## config.mk

```make
export PLATFORM = sky130hd
export DESIGN_NAME = fraction_reduction_top
export DESIGN_NICKNAME = d
export VERILOG_FILES = /design/src/frd_pkg.sv /design/src/frd_alu.sv /design/src/fraction_reduction_top.sv
export SDC_FILE = /design/constraint.sdc
export NUM_CORES = 1
export LEC_CHECK = 0
export BUFFER_PORTS_ARGS = -buffer_cell sky130_fd_sc_hd__buf_2
export CORE_ASPECT_RATIO = 1.75
export CORE_MARGIN = 3
export CORE_UTILIZATION = 65
export DETAILED_ROUTE_END_ITERATION = 10
export PLACE_DENSITY = 0.84
export SLEW_MARGIN = 5
export SYNTH_ARGS = -nofsm -noshare
export SYNTH_HDL_FRONTEND = slang
export SYNTH_SLANG_ARGS = --single-unit
```

## constraint.sdc

```tcl
create_clock -name clk_i -period 14.8 [get_ports clk_i]
set_clock_uncertainty 0.05 [all_clocks]
set_input_delay 0.74 -clock clk_i [delete_from_list [all_inputs] [get_ports clk_i]]
set_output_delay 0.74 -clock clk_i [all_outputs]
set_load 0.01 [all_outputs]
```

## src/frd_pkg.sv

```systemverilog
// Shared types and constants for the fraction reduction block.
// No dependencies; imported by every module of the block.
`default_nettype none

package frd_pkg;

  // width of one signed operand
  localparam int unsigned VALUE_WIDTH = 32;
  // width of an effective (positive) operand and of a result field
  localparam int unsigned OP_WIDTH = VALUE_WIDTH - 1;
  // width of the subtractor, one bit above an operand for the division trial
  localparam int unsigned SUB_WIDTH = VALUE_WIDTH;
  // shift count for the common power of two
  localparam int unsigned SHIFT_WIDTH = $clog2(OP_WIDTH);
  // divider step counter
  localparam int unsigned CNT_WIDTH = $clog2(OP_WIDTH);
  localparam logic [CNT_WIDTH-1:0] LAST_STEP = CNT_WIDTH'(OP_WIDTH - 1);

  typedef struct packed {
    logic signed [VALUE_WIDTH-1:0] numerator;
    logic signed [VALUE_WIDTH-1:0] denominator;
  } frd_req_t;

  typedef struct packed {
    logic [OP_WIDTH-1:0] reduced_numerator;
    logic [OP_WIDTH-1:0] reduced_denominator;
  } frd_res_t;

  // flags from the shared subtractor
  typedef struct packed {
    logic borrow;
    logic zero;
  } frd_flags_t;

  // any operand below two, negatives included, acts as one
  function automatic logic [OP_WIDTH-1:0] effective_op(input logic [VALUE_WIDTH-1:0] raw);
    logic [OP_WIDTH-1:0] one;
    one = OP_WIDTH'(1);
    if (raw[VALUE_WIDTH-1] || (raw[OP_WIDTH-1:1] == '0)) begin
      return one;
    end
    return raw[OP_WIDTH-1:0];
  endfunction

endpackage

`default_nettype wire

```

## src/frd_alu.sv

```systemverilog
// Shared subtract unit used by both the gcd loop and the divider.
// Depends on frd_pkg.
`default_nettype none

module frd_alu import frd_pkg::*; (
  input  wire logic [SUB_WIDTH-1:0] x_i,
  input  wire logic [SUB_WIDTH-1:0] y_i,
  output logic      [SUB_WIDTH-1:0] diff_o,
  output frd_flags_t                flags_o
);

  logic [SUB_WIDTH:0] full;

  // one wide subtract with borrow out
  assign full            = {1'b0, x_i} - {1'b0, y_i};
  assign diff_o          = full[SUB_WIDTH-1:0];
  assign flags_o.borrow  = full[SUB_WIDTH];
  assign flags_o.zero    = (full == '0);

endmodule

`default_nettype wire

```

## src/fraction_reduction_top.sv

```systemverilog
// Fraction reduction top level: binary gcd then two restoring divisions.
// Depends on frd_pkg and frd_alu.
//
//   channel   signals                   direction   meaning
//   request   start, busy, req_i        in          numerator and denominator
//   result    done_o, res_o             out         reduced fraction, one cycle
//
// A request is taken when start is high and busy is low; busy then stays high
// until the result strobe. The gcd loop performs one shift, swap or subtract
// step per cycle, then both divisions run on the shared subtractor, one after
// the other. done_o is high for one cycle with busy already low, so the next
// start may come in that cycle. Reset is asynchronous and clears control
// state only. The receiver cannot stall.
`default_nettype none

module fraction_reduction_top import frd_pkg::*; (
  input  wire logic     clk_i,
  input  wire logic     rst_ni,
  input  wire logic     start,
  output logic          busy,
  input  wire frd_req_t req_i,
  output logic          done_o,
  output frd_res_t      res_o
);

  typedef enum logic [2:0] {
    ST_IDLE,
    ST_GCD,
    ST_DIVN,
    ST_DIVD
  } state_e;

  state_e                state_q;
  logic [OP_WIDTH-1:0]   a_q, b_q, n_q, d_q, g_q, rem_q, quo_q, resn_q;
  logic [SHIFT_WIDTH-1:0] k_q;
  logic [CNT_WIDTH-1:0]  cnt_q;
  logic                  done_q;
  frd_res_t              res_q;

  logic [SUB_WIDTH-1:0]  alu_x, alu_y, alu_diff;
  frd_flags_t            alu_flags;
  logic [SUB_WIDTH-1:0]  trial;
  logic [OP_WIDTH-1:0]   rem_d;
  logic [OP_WIDTH-1:0]   quo_d;

  // division trial: remainder shifted left with the next dividend bit
  assign trial = {rem_q, quo_q[OP_WIDTH-1]};

  // shared subtractor operand select
  always_comb begin
    alu_x = {1'b0, a_q};
    alu_y = {1'b0, b_q};
    if (state_q == ST_DIVN || state_q == ST_DIVD) begin
      alu_x = trial;
      alu_y = {1'b0, g_q};
    end
  end

  frd_alu u_alu (
    .x_i     (alu_x),
    .y_i     (alu_y),
    .diff_o  (alu_diff),
    .flags_o (alu_flags)
  );

  // restoring division step
  always_comb begin
    if (alu_flags.borrow) begin
      rem_d = trial[OP_WIDTH-1:0];
    end else begin
      rem_d = alu_diff[OP_WIDTH-1:0];
    end
    quo_d = {quo_q[OP_WIDTH-2:0], ~alu_flags.borrow};
  end

  assign busy   = (state_q != ST_IDLE);
  assign done_o = done_q;
  assign res_o  = res_q;

  // sequencer and datapath registers
  always_ff @(posedge clk_i or negedge rst_ni) begin
    if (!rst_ni) begin
      state_q <= ST_IDLE;
      done_q  <= 1'b0;
    end else begin
      done_q <= 1'b0;
      unique case (state_q)
        ST_IDLE: begin
          if (start) begin
            a_q     <= effective_op(req_i.numerator);
            b_q     <= effective_op(req_i.denominator);
            n_q     <= effective_op(req_i.numerator);
            d_q     <= effective_op(req_i.denominator);
            k_q     <= '0;
            state_q <= ST_GCD;
          end
        end
        ST_GCD: begin
          // binary gcd, one step per cycle
          priority if (alu_flags.zero) begin
            g_q     <= a_q << k_q;
            rem_q   <= '0;
            quo_q   <= n_q;
            cnt_q   <= '0;
            state_q <= ST_DIVN;
          end else if (!a_q[0] && !b_q[0]) begin
            a_q <= a_q >> 1;
            b_q <= b_q >> 1;
            k_q <= k_q + SHIFT_WIDTH'(1);
          end else if (!a_q[0]) begin
            a_q <= a_q >> 1;
          end else if (!b_q[0]) begin
            b_q <= b_q >> 1;
          end else if (alu_flags.borrow) begin
            a_q <= b_q;
            b_q <= a_q;
          end else begin
            a_q <= alu_diff[OP_WIDTH:1];
          end
        end
        ST_DIVN: begin
          rem_q <= rem_d;
          quo_q <= quo_d;
          cnt_q <= cnt_q + CNT_WIDTH'(1);
          if (cnt_q == LAST_STEP) begin
            resn_q  <= quo_d;
            rem_q   <= '0;
            quo_q   <= d_q;
            cnt_q   <= '0;
            state_q <= ST_DIVD;
          end
        end
        ST_DIVD: begin
          rem_q <= rem_d;
          quo_q <= quo_d;
          cnt_q <= cnt_q + CNT_WIDTH'(1);
          if (cnt_q == LAST_STEP) begin
            res_q.reduced_numerator   <= resn_q;
            res_q.reduced_denominator <= quo_d;
            done_q                    <= 1'b1;
            state_q                   <= ST_IDLE;
          end
        end
        default: begin
          state_q <= ST_IDLE;
        end
      endcase
    end
  end

endmodule

`default_nettype wire

```

Word-level counts from Yosys, hierarchy flattened. Cells that the tools add are included.

Output and inout port bits: 64. Register bits after elaboration: 324.

Shift-type cells: 1. Mux-type cells: 47. $add $sub $neg: 3. Reductions and logical operators: 24. Equal/unequal tests: 13. Bitwise gates (word level): 1.

Operators by type and width (count): two-way mux 31 bit (22); one-hot mux 31 bit (3 select lines) (2); one-hot mux 31 bit (2 select lines) (2); zero test 30 bit (2); zero test 33 bit (1); subtractor 32 x 31 -> 33 bit (1); two-way mux 32 bit (1); left shift 31 x 5 -> 31 bit (1); two-way mux 5 bit (5); one-hot mux 5 bit (3 select lines) (1); AND reduction 3 bit (5); AND reduction 5 bit (3); two-way mux 3 bit (4); one-hot mux 3 bit (4 select lines) (1); adder 5 x 1 -> 5 bit (second input constant) (2); one-hot mux 5 bit (2 select lines) (1); two-way mux 1 bit (8); != test 2 bit (second input constant) (4); AND reduction 4 bit (2); == test 3 x 2 -> 1 bit (second input constant) (2); AND reduction 6 bit (1); nonzero test 3 bit (2); == test 5 bit (second input constant) (1); != test 2 x 1 -> 1 bit (second input constant) (2); 10 further kinds (13).

Depth between registers and ports, before layout. Gate-level depths: netlist of the first run.

Depth after elaboration: 10. Gate-level depth with buffers: 22.

Cells and area by module. Synthesis of the first run repeated with hierarchy kept, for this count alone.

Cells, all modules: 1582. Area total of the unflattened synthesis: 18469.0 µm².

By module, submodules not included: fraction_reduction_top (seq. area each 9684.3 µm², area each 16412.0 µm², cells each 1279, times used 1); frd_alu (seq. area each 0.0 µm², area each 2057.0 µm², cells each 303, times used 1).

Worst setup path after synthesis of the first run. No wires, ideal clock.

Path type: flip-flop to flip-flop. From: reg state_q[0]. To: reg cnt_q[0] (enable). Arrival: 6.069 ns. Setup slack: 8.251 ns. Buffers on the path: 3. Library setup time: 0.430 ns. Data required time: 14.320 ns. Clock period less this slack: 6.549 ns. Stages on the path, launching flop included: 20. Path through: dfrtp_1 ha_1 clkbuf_1 nor2_1 clkbuf_1 buf_1 mux2i_1 ha_1 inv_1 fa_1 a211oi_1 o21ai_1 nor4b_1 or3_4 a222oi_1 o2111ai_1 nor4b_2 nand4b_2 nor2_1 o21a_1.

Word-level cells in the longest chain between the ends: 7. Elaborated cells on any way between the ends: 11. Classes of those cells: 1 x add/sub; 4 x eq/ne; 2 x mux; 4 x reduce/logical.

RTL lines: from (decl) (line fraction_reduction_top.sv:33) `state_e state_q;`; from (signal assigned) (line fraction_reduction_top.sv:83) `state_q <= ST_IDLE;`; from (signal assigned) (line fraction_reduction_top.sv:95) `state_q <= ST_GCD;`; from (signal assigned) (line fraction_reduction_top.sv:105) `state_q <= ST_DIVN;`; == test 3 x 2 -> 1 bit (line fraction_reduction_top.sv:53, fraction_reduction_top.sv:87); logical OR 1 bit (line fraction_reduction_top.sv:53) `if (state_q == ST_DIVN || state_q == ST_DIVD) begin`; two-way mux 32 bit / two-way mux 31 bit (equally long branches) (line fraction_reduction_top.sv:53); subtractor 32 x 31 -> 33 bit (line frd_alu.sv:15) `assign full = {1'b0, x_i} - {1'b0, y_i};`; zero test 33 bit (line frd_alu.sv:18) `assign flags_o.zero = (full == '0);`; != test 2 bit (no line); AND reduction 3 bit (no line) *; to (signal assigned) (line fraction_reduction_top.sv:124) `cnt_q <= cnt_q + CNT_WIDTH'(1);`; to (signal assigned) (line fraction_reduction_top.sv:136) `cnt_q <= cnt_q + CNT_WIDTH'(1);`; to (decl) (line fraction_reduction_top.sv:36) `logic [CNT_WIDTH-1:0] cnt_q;`.

Every way passes the cells marked *; elsewhere a longest branch is shown, timed or not. A chain may end at the register's enable or synchronous reset.

Worst setup path after layout of the first run.
From: reg state_q[0]. To: reg quo_q[14] (enable).

Word-level cells in the longest chain between the ends: 7. Elaborated cells on any way between the ends: 11. Classes of those cells: 1 x add/sub; 4 x eq/ne; 2 x mux; 4 x reduce/logical.

RTL lines: == test 3 x 2 -> 1 bit (line fraction_reduction_top.sv:53, fraction_reduction_top.sv:87); logical OR 1 bit (line fraction_reduction_top.sv:53); two-way mux 32 bit / two-way mux 31 bit (equally long branches) (line fraction_reduction_top.sv:53); subtractor 32 x 31 -> 33 bit (line frd_alu.sv:15); zero test 33 bit (line frd_alu.sv:18); != test 2 bit (no line); AND reduction 3 bit (no line) *; to (signal assigned) (line fraction_reduction_top.sv:103) `quo_q <= n_q;`; to (signal assigned) (line fraction_reduction_top.sv:123) `quo_q <= quo_d;`; to (signal assigned) (line fraction_reduction_top.sv:128) `quo_q <= d_q;`; to (decl) (line fraction_reduction_top.sv:34) `logic [OP_WIDTH-1:0] a_q, b_q, n_q, d_q, g_q, rem_q, quo_q, resn_q;`.

Marked as above.

==> flow_summary.ini, run 1 <==
[run_status]
status = finished, final reports clean

[grt]
grt_pass1_vias = 13400
grt_usage = 0.326
grt_first_pass_wirelength_um = 75600
antenna_found_initial = 0
grt_max_degree = 74
grt.overflow.total = 0

[logic_synthesis]
synth_common_cells = 320 x edfxtp_1, 195 x nand2_1, 172 x a21oi_1
yosysSeqAreaShare = 0.541
async_flop_share = 0.00929
ys_seq_elements = 323
syn_area_um2 = 17900
synth_edf_count = 320
synth_top_area_cell = edfxtp_1
ys_warn_count = 0
synthesis.nets = 1750
synth_area_leaders = edfxtp_1 54%, mux2i_1 5.6%, a21oi_1 4.8%
synth-main-ff-cell = edfxtp_1
synth_top_area_frac = 0.537
synth_cell_types = 79
syn_area_per_cell_um2 = 10.9
synthCells = 1643
yosysMostFrequentCell = edfxtp_1

[die]
core-area_um2 = 26900
row_count = 79
die_w_um = 131
initial_core_util = 0.665
ioPinCount = 131
die_h_um = 225
die-area_um2 = 29600

[routing]
drt_first_pass_iters = 6
ant_nets = 0
drt-initial-drc-count = 1777
via_per_inst = 6.71
detail_route.wirelength_um = 50100
drc = 0
routedWlPerCell_um = 23.8
num_vias = 14100

[worst_hold_path]
holdCritStartpoint = resn_q[21]
whs_path_depth = 0
hold_end = res_o[52]
hp-class = reg -> reg

[placed_design]
dp_cells = 2056
dp_hpwl_um = 36900
io_buffers = 130
globalplace.congestion = 1.02

[clock_network]
htreeDepth = 1
cts_root_buf = clkbuf_16
path_clk_slew_ns = 0.07
postCtsResizedCells = 0
clockBufferDepth = 3
cts_buffers = 26
clk_latency_ns = 0.55
cts_tree = built
clock-sinks = 323

[sta]
worst_slew_pin_slew_ns = 1.13
slew-limit-headroom = 0.246
rsz0062_at_grt = false
slew_violations = 0
fmax_mhz = 139
period_share = 0.485
period_needed_ns = 7.17
setup_viol = 0
final.setup.tns_ns = 0
hold_viol_final = 0

[final_layout]
antenna_cells = 0
stdcell_count = 2104
seq_area_um2 = 9680
final_nets = 1828
area_growth_pct = 9.77
fillers = 1904
drive_above_1_share = 0.160
multiInputGateArea_um2 = 7680

[setup_path]
r2r_slack_ns = 7.63
critical_path.startpoint_type = flip-flop
path_class = reg -> reg
r2r-start = state_q[0]
required_ns = 14.93
arrival_ns = 7.30
reg2reg_to = quo_q[14]
endpoint_kind = flip-flop
crit_fanout = 38
r2r_cells = 19

[job]
cap_viol_max_count = 0
[layout make-up]
class	instances	share of cell area
timing repair buffer	157	0.0436
sequential	323	0.493
multi-input combinational	1173	0.391
tap	364	0.0232
clock buffer	31	0.0357
clock inverter	16	0.00567
inverter	40	0.00764
[cell families after synthesis]
family / after synthesis / synth area share
simple gates: 552 / 0.146
compound gates: 413 / 0.150
flops: 323 / 0.541
mux: 151 / 0.0931
buf+inv: 147 / 0.0326
fa+ha+maj: 40 / 0.0284
xor+xnor: 17 / 0.00832
[timing repair]
| item | CTS | global route |
|---|---|---|
| hold endpoints to repair | 3 | 0 |
| setup endpoints to repair | 0 | 0 |
| setup buffers | 0 | 0 |
| hold buffers | 1 | 0 |
[worst max-delay path: stages, from the launching register on]
cell and delay (ns):
dfrtp_1 0.46, ha_1 0.24, buf_4 0.27, nor2_4 0.16
buf_4 0.46, mux2i_1 0.33, ha_1 0.20, inv_1 0.06
fa_1 0.48, a211oi_1 0.38, o21ai_1 0.22, nor4b_1 0.22
or3_4 0.38, a222oi_1 0.53, o2111ai_1 0.23, nor4b_2 0.28
nand4b_2 0.30, nor2_1 0.19, o21a_2 0.71, buf_4 0.59
[registers in the layout, summed over array words and instances (netlist names)]
signal	count
a_q	31
quo_q	31
n_q	31
k_q	5
done_o	1
res_o	62
rem_q	31
resn_q	31
b_q	31
state_q	2
g_q	31
cnt_q	5
d_q	31
[routing by layer]
layer,part of all wire,GRT usage
met1,0.35,0.382
met4,0.068,0.196
met5,0,0
met3,0.079,0.0384
met2,0.51,0.576
[through the flow]
step                      instance area [um^2]  hold slack, ns  worst slack (ns)   util
after global placement                   18800           0.351              8.00  0.700
after detailed placement                 18800           0.355              7.88  0.700
after CTS                                19600           0.370              7.83  0.731
final                                    19600           0.370              7.63  0.731
after floorplan                          17900           0.350              8.25      -
after global routing                     19600           0.377              7.47  0.731
[layout by cell type, fill, tap and decap left out, types with 9 or more instances in the layout]
cell | Yosys | layout
edfxtp_1 | 320 | 320
nand2_1 | 195 | 195
a21oi_1 | 172 | 171
nor2_1 | 151 | 150
buf_2 | 7 | 130
mux2i_1 | 100 | 100
and2_1 | 64 | 64
o21ai_0 | 53 | 53
mux2_2 | 43 | 43
a21boi_0 | 40 | 40
ha_1 | 39 | 38
inv_1 | 36 | 36
a221o_1 | 30 | 30
clkbuf_16 | 0 | 27
buf_4 | 0 | 26
nor4_1 | 24 | 24
nor3_1 | 22 | 22
nand3_1 | 18 | 18
nand4_1 | 14 | 14
a21o_1 | 13 | 13
nor2b_1 | 12 | 12
a211oi_1 | 10 | 10
o22ai_1 | 10 | 10
o21a_1 | 10 | 9
xor2_1 | 9 | 9
[worst max path at each step]
stage | startpoint | endpoint | slack (ns) | cells after the start
after floorplan | state_q[0] | cnt_q[0] | 8.25 | 19
after global placement | state_q[0] | quo_q[25] | 8.00 | 19
after detailed placement | state_q[0] | rem_q[29] | 7.88 | 19
after CTS | state_q[0] | quo_q[9] | 7.83 | 19
after global routing | state_q[0] | quo_q[9] | 7.47 | 19
final | state_q[0] | quo_q[14] | 7.63 | 19
Power of run 1 is left out: the tool's default activity adds up to more than one toggle a clock period on the data nets, which glitch-free logic cannot reach.
==> run 2, diff against run 1 <==
--- a/config.mk
+++ b/config.mk
@@ -8,9 +8,9 @@
 export BUFFER_PORTS_ARGS = -buffer_cell sky130_fd_sc_hd__buf_2
 export CORE_ASPECT_RATIO = 1.75
 export CORE_MARGIN = 3
-export CORE_UTILIZATION = 65
+export CORE_UTILIZATION = 55
 export DETAILED_ROUTE_END_ITERATION = 10
-export PLACE_DENSITY = 0.84
+export PLACE_DENSITY = 0.76
 export SLEW_MARGIN = 5
 export SYNTH_ARGS = -nofsm -noshare
 export SYNTH_HDL_FRONTEND = slang
==> constraint.sdc (replaced) <==
create_clock -name clk_i -period 5.9 [get_ports clk_i]
set_clock_uncertainty 0.05 [all_clocks]
set_input_delay 0.295 -clock clk_i [delete_from_list [all_inputs] [get_ports clk_i]]
set_output_delay 0.295 -clock clk_i [all_outputs]
set_load 0.01 [all_outputs]
==> flow_summary.ini, run 2 (synthesized netlist as in run 1, its figures left out) <==
[run_status]
status = finished, final reports clean

[sta]
setup_viol = 0
fmax_mhz = 172
period_share = 0.983
slew_violations = 0
period_needed_ns = 5.80
worst_slew_pin_slew_ns = 1.09
hold_viol_final = 0
slew-limit-headroom = 0.275
rsz0062_at_grt = false

[grt]
antenna_found_initial = 0
grt_first_pass_wirelength_um = 77600
grt_max_degree = 77
grt.overflow.total = 0
grt_pass1_vias = 13800
grt_usage = 0.287

[clock_network]
cts_tree = built
path_clk_slew_ns = 0.08
clock-sinks = 323
cts_root_buf = clkbuf_16
htreeDepth = 1
cts_buffers = 26
clk_latency_ns = 0.56
clockBufferDepth = 3

[setup_path]
required_ns = 6.08
path_class = reg -> reg
critical_path.startpoint_type = flip-flop
arrival_ns = 5.98
endpoint_kind = flip-flop
crit_fanout = 31

[die]
core-area_um2 = 31700
initial_core_util = 0.564
ioPinCount = 131
die_h_um = 245
row_count = 86
die-area_um2 = 34800
die_w_um = 142

[routing]
drt-initial-drc-count = 1313
drt_first_pass_iters = 6
drc = 0
via_per_inst = 6.45
detail_route.wirelength_um = 51600
routedWlPerCell_um = 23.8
num_vias = 14000
ant_nets = 0

[final_layout]
final_common_cell = edfxtp_1
final_nets = 1862
finish.instance_area_um2 = 20100
antenna_cells = 0
largest_register_ffs = 62
area_growth_pct = 12.6
drive_above_1_share = 0.178
fillers = 2446
layout_common_cells = 320 x edfxtp_1, 195 x nand2_1, 171 x a21oi_1, 150 x nor2_1, 130 x buf_2

[worst_hold_path]
hp-class = in -> reg

[placed_design]
io_buffers = 130
globalplace.congestion = 0.970
placed_cell_area_um2 = 19100
dp_hpwl_um = 38800

[job]
cap_viol_max_count = 0
run 2: routing by layer:
| layer | wire [um] | vias to the layer above | track usage | part of all wire |
|---|---|---|---|---|
| li1 | - | 6391 | - | - |
| met1 | 18200 | 6756 | 0.329 | 0.35 |
| met2 | 26500 | 692 | 0.507 | 0.51 |
| met3 | 3370 | 160 | 0.0325 | 0.065 |
| met4 | 3520 | 0 | 0.176 | 0.068 |
| met5 | 0 | - | 0 | 0 |
run 2: metrics by stage:
| step | utilization | setup slack [ns] | setup TNS (ns) | instances | hold slack (ns) |
|---|---|---|---|---|---|
| after CTS | 0.632 | 0.00586 | 0 | 2166 | 0.0115 |
| after global placement | 0.603 | 0.0659 | 0 | 2118 | 0.110 |
| after floorplan | - | -0.421 | -25.23 | 1643 | -0.0506 |
| after detailed placement | 0.603 | 0.0806 | 0 | 2118 | 0.107 |
| final | 0.635 | 0.102 | 0 | 2170 | 0.0212 |
| after global routing | 0.635 | 0.0111 | 0 | 2170 | 0.0301 |
run 2: layout make-up:
class	instances	area, um^2	area share
clock buffer	28	679	0.0337
inverter	40	150	0.00745
tap	396	495	0.0246
clock inverter	19	235	0.0117
timing repair buffer	190	1180	0.0587
multi-input combinational	1174	7720	0.383
sequential	323	9680	0.481
run 2: path summary, 6_finish.rpt:
| path | from | to | slack, ns | depth (start not counted) |
|---|---|---|---|---|
| worst max-delay path | state_q[0] | g_q[1] | 0.10 | 19 |
| worst min-delay path | req_i[56] | n_q[24] | 0.02 | 2 |
| worst max register to register | state_q[0] | g_q[1] | 0.10 | 19 |
| worst min register to register | resn_q[16] | res_o[47] | 0.37 | 0 |
| max in group asynchronous | rst_ni | done_o | 5.51 | 2 |
| min in group asynchronous | rst_ni | state_q[0] | 0.08 | 2 |
run 2: worst max-delay path, stage by stage, from the launching register on:
cell and delay (ns):
dfrtp_1 0.48, inv_1 0.11, ha_1 0.26, nor2_4 0.14
buf_12 0.15, buf_4 0.20, mux2_2 0.35, ha_1 0.36
and2_4 0.19, a221oi_2 0.37, a21oi_1 0.15, or3_1 0.41
a2111oi_0 0.58, buf_4 0.21, nand4b_1 0.22, nor4_1 0.27
nand4_1 0.15, nor4_1 0.29, and3_1 0.27, buf_12 0.23
run 2: repair_timing:
action / 4_1_cts / 5_1_grt
hold buffers: 1 / 0
endpoints found under the hold margin: 3 / 0
gates resized for setup: 0 / 5
endpoints found under the setup margin: 0 / 164
buffers inserted: 0 / 3
Power of run 2 is left out for the same reason.
==> run 3, diff against run 2 <==
--- a/config.mk
+++ b/config.mk
@@ -5,12 +5,12 @@
 export SDC_FILE = /design/constraint.sdc
 export NUM_CORES = 1
 export LEC_CHECK = 0
-export BUFFER_PORTS_ARGS = -buffer_cell sky130_fd_sc_hd__buf_2
 export CORE_ASPECT_RATIO = 1.75
 export CORE_MARGIN = 3
-export CORE_UTILIZATION = 55
+export CORE_UTILIZATION = 58
 export DETAILED_ROUTE_END_ITERATION = 10
-export PLACE_DENSITY = 0.76
+export DONT_BUFFER_PORTS = 1
+export PLACE_DENSITY = 0.75
 export SLEW_MARGIN = 5
 export SYNTH_ARGS = -nofsm -noshare
 export SYNTH_HDL_FRONTEND = slang
==> flow_summary.ini, run 3 (synthesized netlist as in run 1, its figures left out) <==
[sta]
period_share = 0.968
slew-limit-headroom = 0.265
whs_ns = -0.0181
hold_viol_final = 1
fmax_mhz = 175
setup_viol = 0
worst_slew_pin_slew_ns = 1.10
period_needed_ns = 5.71
finalWorstSetupSlack_ns = 0.191
final.setup.tns_ns = 0
rsz0062_at_grt = false
slew_violations = 0

[routing]
drt-initial-drc-count = 1588
drc = 0
routed-wl-met2_um = 27300
via_per_inst = 6.78
num_vias = 14100
top_layer = met4
wl_met1_um = 19300
dr_wl_met3_um = 4500
ant_nets = 0
drt_first_pass_iters = 7
routedWlPerCell_um = 26.3
detail_route.wirelength_um = 54900

[final_layout]
final_nets = 1786
final_common_cell = edfxtp_1
drive_above_1_share = 0.111
area_growth_pct = 12.0
final_core_util = 0.662
largest_register_ffs = 62
layout_common_cells = 320 x edfxtp_1, 195 x nand2_1, 170 x a21oi_1, 150 x nor2_1, 100 x mux2i_1

[setup_path]
required_ns = 6.08
endpoint_kind = flip-flop
crit_chain = inv_1, ha_1, nor2_4, buf_4, mux2_2, ha_1, and2_4, a221oi_4, a211oi_1, or4_1, a222oi_1, o2111ai_1, nor4b_2, nand4b_2, buf_4, nor2_1, o21a_2, buf_12
crit_fanout = 36
critical_path.startpoint_type = flip-flop
critPathMaxStageDelay_ns = 0.57
cp_slowest_cell = or4_1
path_class = reg -> reg
arrival_ns = 5.89

[die]
die-area_um2 = 33100
die_w_um = 139
initial_core_util = 0.591
die_h_um = 238
ioPinCount = 131
core-area_um2 = 30300
row_count = 84

[grt]
grt_first_pass_wirelength_um = 83500
grt_usage = 0.324
grt_pass1_vias = 13800
antenna_found_initial = 0
grt.overflow.total = 0
grt_max_degree = 74

[worst_hold_path]
hp-class = in -> reg

[placed_design]
dp_hpwl_um = 39500
io_buffers = 0
pre_cts_ws_ns = 0.0401
globalplace.congestion = 0.993

[run_status]
violations = negative hold slack
status = complete, but fails checks

[job]
cap_viol_max_count = 0

[clock_network]
clockBufferDepth = 3
htreeDepth = 1
clock-sinks = 323
cts_buffers = 26
cts_root_buf = clkbuf_16
path_clk_slew_ns = 0.08
clk_latency_ns = 0.56
cts_tree = built
==> run 3: cell count changes in the layout (fill, tap and decap cells not counted), sizes merged <==
cell | before | now
buf | 189 | 55
diode | 0 | 1
dlygate4sd3 | 1 | 58
clkinv | 12 | 13
a31oi | 11 | 12
inv | 40 | 43
bufinv | 5 | 2
==> run 3: per-layer routing <==
metal / global-route usage / up-vias
li1: - / 6226
met1: 0.389 / 6798
met2: 0.556 / 917
met3: 0.0487 / 203
met4: 0.186 / 0
met5: 0 / -
==> run 3: per-stage QoR <==
step,instances,instance area [um^2]
floorplan,1643,17900
global placement,1976,18500
detailed placement,1976,18500
CTS,2081,19900
global route,2086,20000
finish,2087,20000
==> run 3: final cells by class <==
cell class | count | area (um^2)
diodes | 1 | 2.50
clock buffers | 28 | 679
clock inverters | 20 | 191
fillers | 2181 | 10200
inverters | 40 | 150
multi-input cells | 1175 | 7790
flip-flops and latches | 323 | 9690
well taps | 387 | 484
repair buffers | 113 | 1060
==> run 3: path summary, 6_finish.rpt <==
path / from / to / slack, ns / cells past startpoint
setup / recovery: state_q[0] / quo_q[7] / 0.19 / 18
hold / removal: req_i[41] / n_q[9] / -0.02 / 1
setup reg to reg: state_q[0] / quo_q[7] / 0.19 / 18
hold reg to reg: resn_q[2] / res_o[33] / 0.37 / 0
max in group asynchronous: rst_ni / state_q[0] / 4.96 / 2
min in group asynchronous: rst_ni / state_q[1] / 0.60 / 2
==> run 3: worst max-delay path: cells and delay by family, from the launching register on <==
| family | cells | cell delay [ns] |
|---|---|---|
| muxes | 1 | 0.35 |
| DFF | 1 | 0.43 |
| AOI/OAI and AO/OA | 5 | 1.48 |
| adders and majority gates | 2 | 0.61 |
| and+or+nand+nor | 6 | 1.63 |
| buffers and inverters | 4 | 0.78 |
==> run 3: repair_timing <==
item                                   4_1_cts  5_1_grt
buffers inserted                             0        2
endpoints found under the hold margin       59        1
hold buffers                                57        1
setup endpoints to repair                    0      163
resized for setup                            0       13
Power of run 3 is left out for the same reason.
